<file path="config.mk">
export PLATFORM = sky130hd
export DESIGN_NAME = chkv_head_mem
export DESIGN_NICKNAME = d
export VERILOG_FILES = /design/src/rtl/chkv_pkg.sv /design/src/rtl/chkv_head_mem.sv
export SDC_FILE = /design/constraint.sdc
export NUM_CORES = 1
export LEC_CHECK = 0
export ABC_AREA = 1
export BUFFER_PORTS_ARGS = -buffer_cell sky130_fd_sc_hd__buf_2
export CAP_MARGIN = 20
export CORE_MARGIN = 3
export CORE_UTILIZATION = 38
export DETAILED_ROUTE_END_ITERATION = 6
export GPL_ROUTABILITY_DRIVEN = 0
export GPL_TIMING_DRIVEN = 1
export MAX_ROUTING_LAYER = met4
export PLACE_DENSITY_LB_ADDON = 0.3
export RECOVER_POWER = 25
export SLEW_MARGIN = 30
export SYNTH_ARGS = -nofsm -noshare
export SYNTH_HDL_FRONTEND = slang
export SYNTH_SLANG_ARGS = --single-unit
</file>
<file path="constraint.sdc">
create_clock -name clk -period 2.05 [get_ports clk]
set_input_delay 0.205 -clock clk [delete_from_list [all_inputs] [get_ports clk]]
set_output_delay 0.205 -clock clk [all_outputs]
set_load 0.005 [all_outputs]
</file>
<file path="src/rtl/chkv_pkg.sv">
// Package: shared constants, command and status codes, state type for the key-value store.
`default_nettype none
package chkv_pkg;
    localparam int BUCKETS_DEF     = 64;
    localparam int NODES_DEF       = 256;
    localparam int VALUE_WIDTH_DEF = 32;
    localparam int KEY_WIDTH       = 32;
    localparam int CMD_WIDTH       = 3;
    localparam int STATUS_WIDTH    = 2;
    localparam int OUT_WIDTH       = 32;

    localparam logic [CMD_WIDTH-1:0] CMD_GET    = 3'd0;
    localparam logic [CMD_WIDTH-1:0] CMD_PUT    = 3'd1;
    localparam logic [CMD_WIDTH-1:0] CMD_DELETE = 3'd2;
    localparam logic [CMD_WIDTH-1:0] CMD_UPDATE = 3'd3;
    localparam logic [CMD_WIDTH-1:0] CMD_CLEAR  = 3'd4;

    localparam logic [STATUS_WIDTH-1:0] ST_OK   = 2'd0;
    localparam logic [STATUS_WIDTH-1:0] ST_MISS = 2'd1;
    localparam logic [STATUS_WIDTH-1:0] ST_FULL = 2'd2;

    typedef enum logic [3:0] {
        S_INIT,      // sweep bucket heads to null
        S_IDLE,
        S_HASH,      // fold key, start remainder
        S_DIV,       // wait for bucket remainder
        S_HEAD,      // read bucket head
        S_HEADW,     // head data available
        S_NODE,      // node read issued, wait
        S_NODEW,     // compare key
        S_FREE,      // read free node link
        S_FREEW,
        S_RESP
    } state_t;
endpackage
`default_nettype wire

</file>
<file path="src/rtl/chkv_head_mem.sv">
// Bucket head memory: one write port, one registered read port.
`default_nettype none
module chkv_head_mem #(
    parameter int DEPTH = chkv_pkg::BUCKETS_DEF,
    parameter int AW    = 6,
    parameter int DW    = 9
) (
    input  wire logic          clk,
    input  wire logic          we,
    input  wire logic [AW-1:0] waddr,
    input  wire logic [DW-1:0] wdata,
    input  wire logic [AW-1:0] raddr,
    output logic [DW-1:0]      rdata
);
    logic [DW-1:0] mem [DEPTH];

    // Write and read, read data registered
    always_ff @(posedge clk)
    begin
        if (we)
            mem[waddr] <= wdata;
        rdata <= mem[raddr];
    end
endmodule
`default_nettype wire

</file>
==> key figures <==
Hold path
  • Critical hold path startpoint: wdata[6]
  • Hold crit path type: input port to register
  • Hold Path Cell Cnt: 1
  • Worst hold path endpoint: mem[49][6]$_DFFE_PP_

Die
  • Width of the die: 256 um
  • Chip height: 256 um
  • IO Pins: 32
  • Die Area: 65700 um2
  • Core Area: 61800 um2
  • Initial Utilization: 38.5%
  • Cell Rows: 91

STA
  • Shortest period the worst path allows: 1630 ps
  • Rel. slew slack: -14.5%
  • Hold_ws: 147 ps
  • Final hold violations: 0
  • RSZ-0062 raised after global routing: false
  • Post-route setup slack: 421 ps
  • Slew at the pin closest to its max-slew limit: 1720 ps
  • Setup-failing EPs final: 0
  • Clock Skew: 26.0 ps
  • Final Max Tran Viols: 325
  • Fmax: 614 MHz
  • Tcrit/Tclk final: 79.4%

Synthesis
  • Top cells by instance count after synthesis: 729 x nand2_1, 576 x edfxtp_1, 493 x nand3_1
  • Top-count cell post-synth: nand2_1
  • Syn Std Cell Area: 23800 um2
  • Post-synth EDFFs: 576
  • Post-synthesis mux area share: 0%
  • Top FF cell, synth: edfxtp_1
  • Compound-Gate Fraction of Synth Area: 0%
  • Xor/xnor share of the synthesized area: 0%
  • Top cell type's share of synthesized area: 72.7%
  • Ys Warns: 0
  • Syn avg cell area: 11.8 um2
  • Post-Syn Nets: 2039
  • Post-Synth Adder-Cell Area: 0%
  • Synth unique cells: 17
  • Seq/Total Area, Yosys: 73.4%
  • Main combinational cell family by area after synthesis: simple AND/OR/NAND/NOR gates
  • Simple-gate share of the synthesized area: 23.2%
  • Ranking of synthesized cells by area: edfxtp_1 73%, nand2_1 11%, nand3_1 10%
  • Syn Inst Count: 2016
  • #FFs+latches synth: 585
  • Post-synth ARST share: 0%
  • Largest area contributor in the netlist: edfxtp_1

Routing
  • Routed length per instance: 20.4 um
  • TritonRoute pass-1 iters: 5
  • DR iter-0 viols: 1436
  • Routed wire length: 61200 um
  • DR vias: 15.4k
  • Vias per cell: 5.14
  • # DRC: 0
  • Post-DRT Antenna Nets: 0

Cells and area
  • Layout overhead on the synthesized area: 15.2%
  • Share of post-route cells with drive strength above 1: 11.6%
  • Number of fill cells: 5656
  • Final net count: 2135
  • Util after Layout: 44.4%
  • Post-route cell area: 27400 um2

Setup path
  • Critical setup path kind: input port to register
  • Reg-to-reg startpoint: mem[59][2]$_DFFE_PP_
  • Crit path DAT: 1950 ps
  • R2R setup slack: 620 ps
  • R2r worst-path depth: 8
  • CP Capture Type: register
  • CP Data Required Time: 2370 ps
  • Crit Path Max Fanout: 9
  • Critical Path Start Type: input port
  • FF-to-FF End: rdata[2]$_DFF_P_

CTS
  • Clock tree from TritonCTS: built
  • TritonCTS Buffers: 57
  • Clock sinks: 585
  • Root buf cell: clkbuf_16
  • H-tree levels: 2
  • Clock transition at path regs: 60 ps
  • Longest Clk Path Bufs: 3
  • Clock latency on the worst-skew pair: 620 ps

GRT
  • Gr usage total: 19.1%
  • Antenna violations before repair: 6
  • Grt ovf: 0
  • First-pass GRT wire length: 93500 um
  • Largest net degree at the start of global routing: 91
  • Vias in the first global route: 14.9k

Pwr
  • Peak VDD IR: 0.583 mV
  • Pwr/cell area: 924 nW/um2
  • Leak pwr: 9.93 nW

Status
  • Status: finished with violations
  • Violated checks: capacitance limit, slew limit

Flow run
  • Max Cap Viol: 5

Placed design
  • Place WS: 188 ps
  • PortBufs: 31
  • Hpwl dp: 36200 um
  • Post-DP Area: 25600 um2
-- kinds of logic after synthesis --
group,count (synthesis)
flops,585
simple gates,1295
buf+inv,136
-- area by class of cell --
| cell class | instances | area [um2] | area share (%) |
|---|---|---|---|
| antenna | 5 | 12.5 | 0.0456 |
| clock buffer | 74 | 1580 | 5.77 |
| clock inverter | 32 | 287 | 1.04 |
| inverter | 12 | 55.1 | 0.201 |
| multi-input combinational | 1295 | 5550 | 20.2 |
| sequential | 585 | 17500 | 63.7 |
| tap | 837 | 1050 | 3.82 |
| timing repair buffer | 161 | 1420 | 5.18 |
-- power breakdown --
group	total [mW]	switching, mW	internal [mW]	leakage (nW)
Combinational	1.62	1.17	0.453	3.76
Sequential	13.3	0.0456	13.2	5.26
Clock	10.4	4.38	6.05	0.915
Total	25.3	5.60	19.7	9.93
-- sequential cells by signal (all words and copies together), names as in the netlist --
name   count
mem      576
rdata      9
-- through the flow --
step | power [mW] | instances | setup TNS [ps]
2_1_floorplan | 14.4 | 2016 | -1410
3_3_place_gp | 15.2 | 2888 | 0
3_5_place_dp | 15.2 | 2888 | 0
4_1_cts | 25.6 | 2996 | 0
5_1_grt | 26.2 | 3001 | 0
6_report | 25.3 | 3001 | 0
-- per-layer routing --
layer  global-route usage (%)  routed length (um)  vias up
met5                        -                   0        -
met4                     4.85                1420        0
met3                     3.77                4530       92
met2                     28.8               27900      512
met1                     26.7               27400     7531
li1                         -                   -     7296
-- worst max path at each step --
stage | startpoint | end | depth (start not counted) | slack, ps
after global placement | raddr[0] | rdata[4]$_DFF_P_ | 12 | 190
after CTS | waddr[2] | mem[17][1]$_DFFE_PP_ | 7 | 450
after floorplan | we | mem[48][0]$_DFFE_PP_ | 3 | -20
final | waddr[2] | mem[17][6]$_DFFE_PP_ | 7 | 420
after detailed placement | raddr[0] | rdata[4]$_DFF_P_ | 12 | 190
after global routing | waddr[2] | mem[18][7]$_DFFE_PP_ | 7 | 360
-- critical path, cell delays in order --
cell and delay, ps:
dlygate4sd3_1 550, buf_2 180, inv_1 230, nand4_1 110, buf_4 230, nor2_1 220, buf_4 220
-- placed cells by master (no fill, tap or decap), drive strengths merged --
master / instances
bufinv: 5
nand3: 493
edfxtp: 576
clkbuf: 81
nor4: 8
clkinvlp: 3
dlygate4sd3: 2
nor2: 56
inv: 10
nand4: 9
dfxtp: 9
clkinv: 26
buf: 152
nand2: 729
diode: 5
-- what timing repair did --
| action | 4_1_cts | 5_1_grt |
|---|---|---|
| gates resized for setup | 0 | 0 |
| endpoints found under the setup margin | 0 | 0 |
| buffers inserted | 0 | 0 |
| hold buffers | 2 | 0 |
| hold endpoints to repair | 2 | 0 |
(Power assumes the default switching activity.)
