$ cat config.mk
export PLATFORM = sky130hd
export DESIGN_NAME = chkv_bucket_idx
export DESIGN_NICKNAME = d
export VERILOG_FILES = /design/src/rtl/chkv_pkg.sv /design/src/rtl/chkv_bucket_idx.sv
export SDC_FILE = /design/constraint.sdc
export NUM_CORES = 1
export LEC_CHECK = 0
export ABC_AREA = 1
export BUFFER_PORTS_ARGS = -buffer_cell sky130_fd_sc_hd__buf_2
export CORE_MARGIN = 5
export CORE_UTILIZATION = 25
export DETAILED_ROUTE_END_ITERATION = 8
export GPL_TIMING_DRIVEN = 0
export PLACE_DENSITY = 0.56
export SLEW_MARGIN = 0
export SYNTH_ARGS = -nofsm -noshare
export SYNTH_HDL_FRONTEND = slang
export SYNTH_SLANG_ARGS = --single-unit
$ cat constraint.sdc
create_clock -name clk -period 2.4 [get_ports clk]
set_input_delay 0.48 -clock clk [delete_from_list [all_inputs] [get_ports clk]]
set_output_delay 0.48 -clock clk [all_outputs]
set_load 0.02 [all_outputs]
$ cat src/rtl/chkv_pkg.sv
// Package: shared constants, command and status codes, state type for the key-value store.
`default_nettype none
package chkv_pkg;
    localparam int BUCKETS_DEF     = 64;
    localparam int NODES_DEF       = 256;
    localparam int VALUE_WIDTH_DEF = 32;
    localparam int KEY_WIDTH       = 32;
    localparam int CMD_WIDTH       = 3;
    localparam int STATUS_WIDTH    = 2;
    localparam int OUT_WIDTH       = 32;

    localparam logic [CMD_WIDTH-1:0] CMD_GET    = 3'd0;
    localparam logic [CMD_WIDTH-1:0] CMD_PUT    = 3'd1;
    localparam logic [CMD_WIDTH-1:0] CMD_DELETE = 3'd2;
    localparam logic [CMD_WIDTH-1:0] CMD_UPDATE = 3'd3;
    localparam logic [CMD_WIDTH-1:0] CMD_CLEAR  = 3'd4;

    localparam logic [STATUS_WIDTH-1:0] ST_OK   = 2'd0;
    localparam logic [STATUS_WIDTH-1:0] ST_MISS = 2'd1;
    localparam logic [STATUS_WIDTH-1:0] ST_FULL = 2'd2;

    typedef enum logic [3:0] {
        S_INIT,      // sweep bucket heads to null
        S_IDLE,
        S_HASH,      // fold key, start remainder
        S_DIV,       // wait for bucket remainder
        S_HEAD,      // read bucket head
        S_HEADW,     // head data available
        S_NODE,      // node read issued, wait
        S_NODEW,     // compare key
        S_FREE,      // read free node link
        S_FREEW,
        S_RESP
    } state_t;
endpackage
`default_nettype wire

$ cat src/rtl/chkv_bucket_idx.sv
// Bucket index unit: folds the key and takes |rem| by BUCKETS with a reciprocal multiply and a multiply-back.
`default_nettype none
module chkv_bucket_idx #(
    parameter int BUCKETS = chkv_pkg::BUCKETS_DEF,
    parameter int BW      = 6
) (
    input  wire logic                           clk,
    input  wire logic                           rst_n,
    input  wire logic                           start,
    input  wire logic [chkv_pkg::KEY_WIDTH-1:0] key,
    output logic                                done,
    output logic [BW-1:0]                       bucket
);
    import chkv_pkg::*;
    // Folded value spans -65536..65535, so its magnitude fits in 17 bits
    localparam int MW  = 17;
    localparam int LB  = $clog2(BUCKETS);
    localparam int SH  = MW + LB;
    localparam int RW  = MW + 1;
    localparam int PRW = MW + RW;
    localparam int DW  = $clog2(BUCKETS + 1);
    localparam longint RECIP = ((longint'(1) << SH) + longint'(BUCKETS) - 1)
                               / longint'(BUCKETS);
    localparam logic [RW-1:0] RECIP_V = RW'(RECIP);
    localparam logic [MW+DW-1:0] DIVISOR = (MW + DW)'(BUCKETS);

    logic [MW-1:0]        mag_reg, mag_next;
    logic [MW-1:0]        quo_reg, quo_next;
    logic [MW-1:0]        rem_reg, rem_next;
    logic                 busy_reg, busy_next;
    logic [KEY_WIDTH-1:0] fold;
    logic [KEY_WIDTH-1:0] fneg;
    logic [MW-1:0]        fmag;
    logic [PRW-1:0]       prod;
    logic [MW+DW-1:0]     back;

    // Fold: low half xor sign-extended high half, then magnitude
    assign fold = {{16{key[31]}}, key[31:16] ^ key[15:0]};
    assign fneg = ~fold + 1'b1;
    assign fmag = fold[31] ? fneg[MW-1:0] : fold[MW-1:0];

    // Quotient by reciprocal, then remainder by multiply-back
    assign prod = PRW'(fmag) * PRW'(RECIP_V);
    assign back = (MW + DW)'(quo_reg) * DIVISOR;

    always_comb
    begin
        mag_next  = mag_reg;
        quo_next  = quo_reg;
        rem_next  = rem_reg;
        busy_next = 1'b0;
        if (start)
        begin
            mag_next  = fmag;
            quo_next  = MW'(prod >> SH);
            busy_next = 1'b1;
        end
        else if (busy_reg)
            rem_next = MW'((MW + DW)'(mag_reg) - back);
    end

    always_ff @(posedge clk or negedge rst_n)
    begin
        if (!rst_n)
            busy_reg <= 1'b0;
        else
            busy_reg <= busy_next;
    end

    always_ff @(posedge clk)
    begin
        mag_reg <= mag_next;
        quo_reg <= quo_next;
        rem_reg <= rem_next;
    end

    assign done   = !busy_reg && !start;
    assign bucket = BW'(rem_reg);
endmodule
`default_nettype wire

==> impl_metrics.yaml <==
run_status:
  status: "finished, final reports clean"
clock_network:
  cts.sinks: 13
  root_buffer: "clkbuf_4"
  htree_levels: 1
  insertion_delay_ps: 260
  clk_pin_slew_ps: 70
  clockBufferDepth: 2
  cts_setup_buffers: 0
  cts_tree: "done"
  numCtsBuffers: 3
worst_setup_path:
  cp_max_fo: 9
  crit_arrival_ps: 900
  cp-end-kind: "output port"
  start_kind: "input pin"
  path_class: "input pin to output port"
  worstPathRequired_ps: 1920
run:
  drv_cap: 0
route:
  via_per_inst: 3.87
  route.detailed.drc: 0
  firstDrtPassIters: 2
  drtIter0Drc: 11
  postRouteAntennaNets: 0
  wirelength_um: 976
  wire_per_inst_um: 7.81
  vias: 484
cells_and_area:
  n_antenna_cell: 0
  area_growth_pct: 28.3
  layout-drive-gt1-share_pct: 33.7
  layout.nets: 131
  nFillCells: 277
synthesis:
  muxShareOfSynthArea_pct: 0
  synthCells: 68
  synth-seq-cells: 13
  synth_area_per_cell_sq_um: 9.55
  synthSimpleGateAreaFrac_pct: 23.7
  netlist_area_sq_um: 649
  synth_top_family_by_area: "simple AND/OR/NAND/NOR gates"
  syn-num-nets: 103
  synth-adder-area-share_pct: 0
  synth_compound_area_share_pct: 0.771
  yosys_warnings: 0
  synthXorXnorAreaFrac_pct: 9.25
  synthDistinctLibCells: 14
  ys_seq_area_share_pct: 59.3
sta:
  slew_viol_final: 0
  fin_ws_ps: 1020
  max_freq_mhz: 723
  finalWorstPathRequiredPeriod_ps: 1380
  worstMarginPinSlew_ps: 453
  rsz0062_at_grt: "false"
  final.setup_skew_ps: 2.50
  finalSetupTns_ps: 0
  fin_crit_sh_pct: 57.7
  final_hold_viol_count: 0
  maxSlewHeadroom_pct: 69.7
  final-setup-viol-count: 0
global_routing:
  overflow: 0
  grt.total_usage_pct: 6.13
  grt_pass1_vias: 454
  grt_max_degree: 10
  grt_pass1_wl_um: 1590
  antenna_found_initial: 0
die:
  io_pins: 42
  core-area_sq_um: 2480
  die_w_um: 61.0
  initial_core_util_pct: 26.2
  rows: 18
  die-area_sq_um: 3720
  die_h_um: 61.0
pwr:
  p_leak_nw: 0.416
  ir_worst_vdd_v: 0.000194
  powerDensity_nw_per_um2: 583
place:
  gp_congestion: 0.655
  port_buffers: 22
  pre_cts_ws_ps: 971
  dpl.hpwl_um: 867
worst_hold_path:
  worst_hold_path_type: "flop to flop"
where the power goes:
group	switching [W]	leakage (nW)	total [W]	internal [W]
Combinational	0.0000483	0.274	0.0000827	0.0000344
Clock	0.0000612	0.0150	0.000125	0.0000642
Sequential	0.00000427	0.127	0.000278	0.000274
cell usage after synthesis:
master,instances,area [sq um]
nand3_1,2,10.0
xor2_1,3,26.3
nor2_2,2,12.5
inv_2,1,3.75
inv_1,11,41.3
nor2_1,4,15.0
o21ai_1,1,5.00
nand2_2,3,18.8
edfxtp_1,12,360
nand2_1,24,90.1
nand3b_1,1,7.51
dfrtp_1,1,25.0
xnor2_2,1,16.3
xnor2_1,2,17.5
per-layer routing:
metal | share of wire (%) | vias up | track usage (%)
li1 | - | 263 | -
met1 | 36 | 198 | 4.97
met2 | 49 | 19 | 11.0
met3 | 13 | 4 | 2.55
met4 | 1.2 | 0 | 5.57
met5 | 0 | - | 0
area by class of cell:
type / instances / area [sq um] / share of cell area [%]
multi-input combinational: 43 / 219 / 26.3
sequential: 13 / 385 / 46.2
tap: 30 / 37.5 / 4.50
clock buffer: 4 / 26.3 / 3.15
timing repair buffer: 23 / 120 / 14.4
inverter: 12 / 45.0 / 5.41
cells by family (layout without fill, tap and decap cells):
logic type | after synthesis | after routing
flops | 13 | 13
xor+xnor | 6 | 6
buf+inv | 12 | 39
compound gates | 1 | 1
simple gates | 36 | 36
stage by stage:
stage                     power [W]  cell area (sq um)  utilization, %  hold slack [ps]  cells
after global placement     0.000363                797            32.2              255    120
after global routing       0.000522                833            33.6              414    125
final                      0.000486                833            33.6              423    125
after floorplan            0.000334                649               -              184     68
after CTS                  0.000497                833            33.6              427    125
after detailed placement   0.000367                797            32.2              259    120
critical path, cell delays in order:
cell,delay [ps]
buf_2,160
nor2_1,100
buf_2,160
cells in the final DEF, fill, tap and decap left out, drive strengths merged:
| cell type | count |
|---|---|
| nand2 | 27 |
| clkbuf | 4 |
| edfxtp | 12 |
| nor2 | 6 |
| xnor2 | 3 |
| nand3b | 1 |
| nand3 | 2 |
| buf | 22 |
| inv | 12 |
| dlygate4sd3 | 1 |
| xor2 | 3 |
| o21ai | 1 |
| dfrtp | 1 |
what timing repair did:
item                      4_1_cts  5_1_grt
hold endpoints to repair        1        0
hold buffers                    1        0
gates resized for setup         0        0
path summary, 6_finish.rpt:
check | startpoint | slack [ps] | endpoint | depth (start not counted)
setup / recovery | start | 1020 | done | 3
hold reg to reg | mag_reg[5] | 420 | rem_reg[5] | 0
max in group asynchronous | rst_n | 1800 | busy_reg | 2
hold / removal | mag_reg[5] | 420 | rem_reg[5] | 0
min in group asynchronous | rst_n | 510 | busy_reg | 2
setup reg to reg | busy_reg | 1310 | rem_reg[4] | 2
Power figures use the tool's default switching activity.
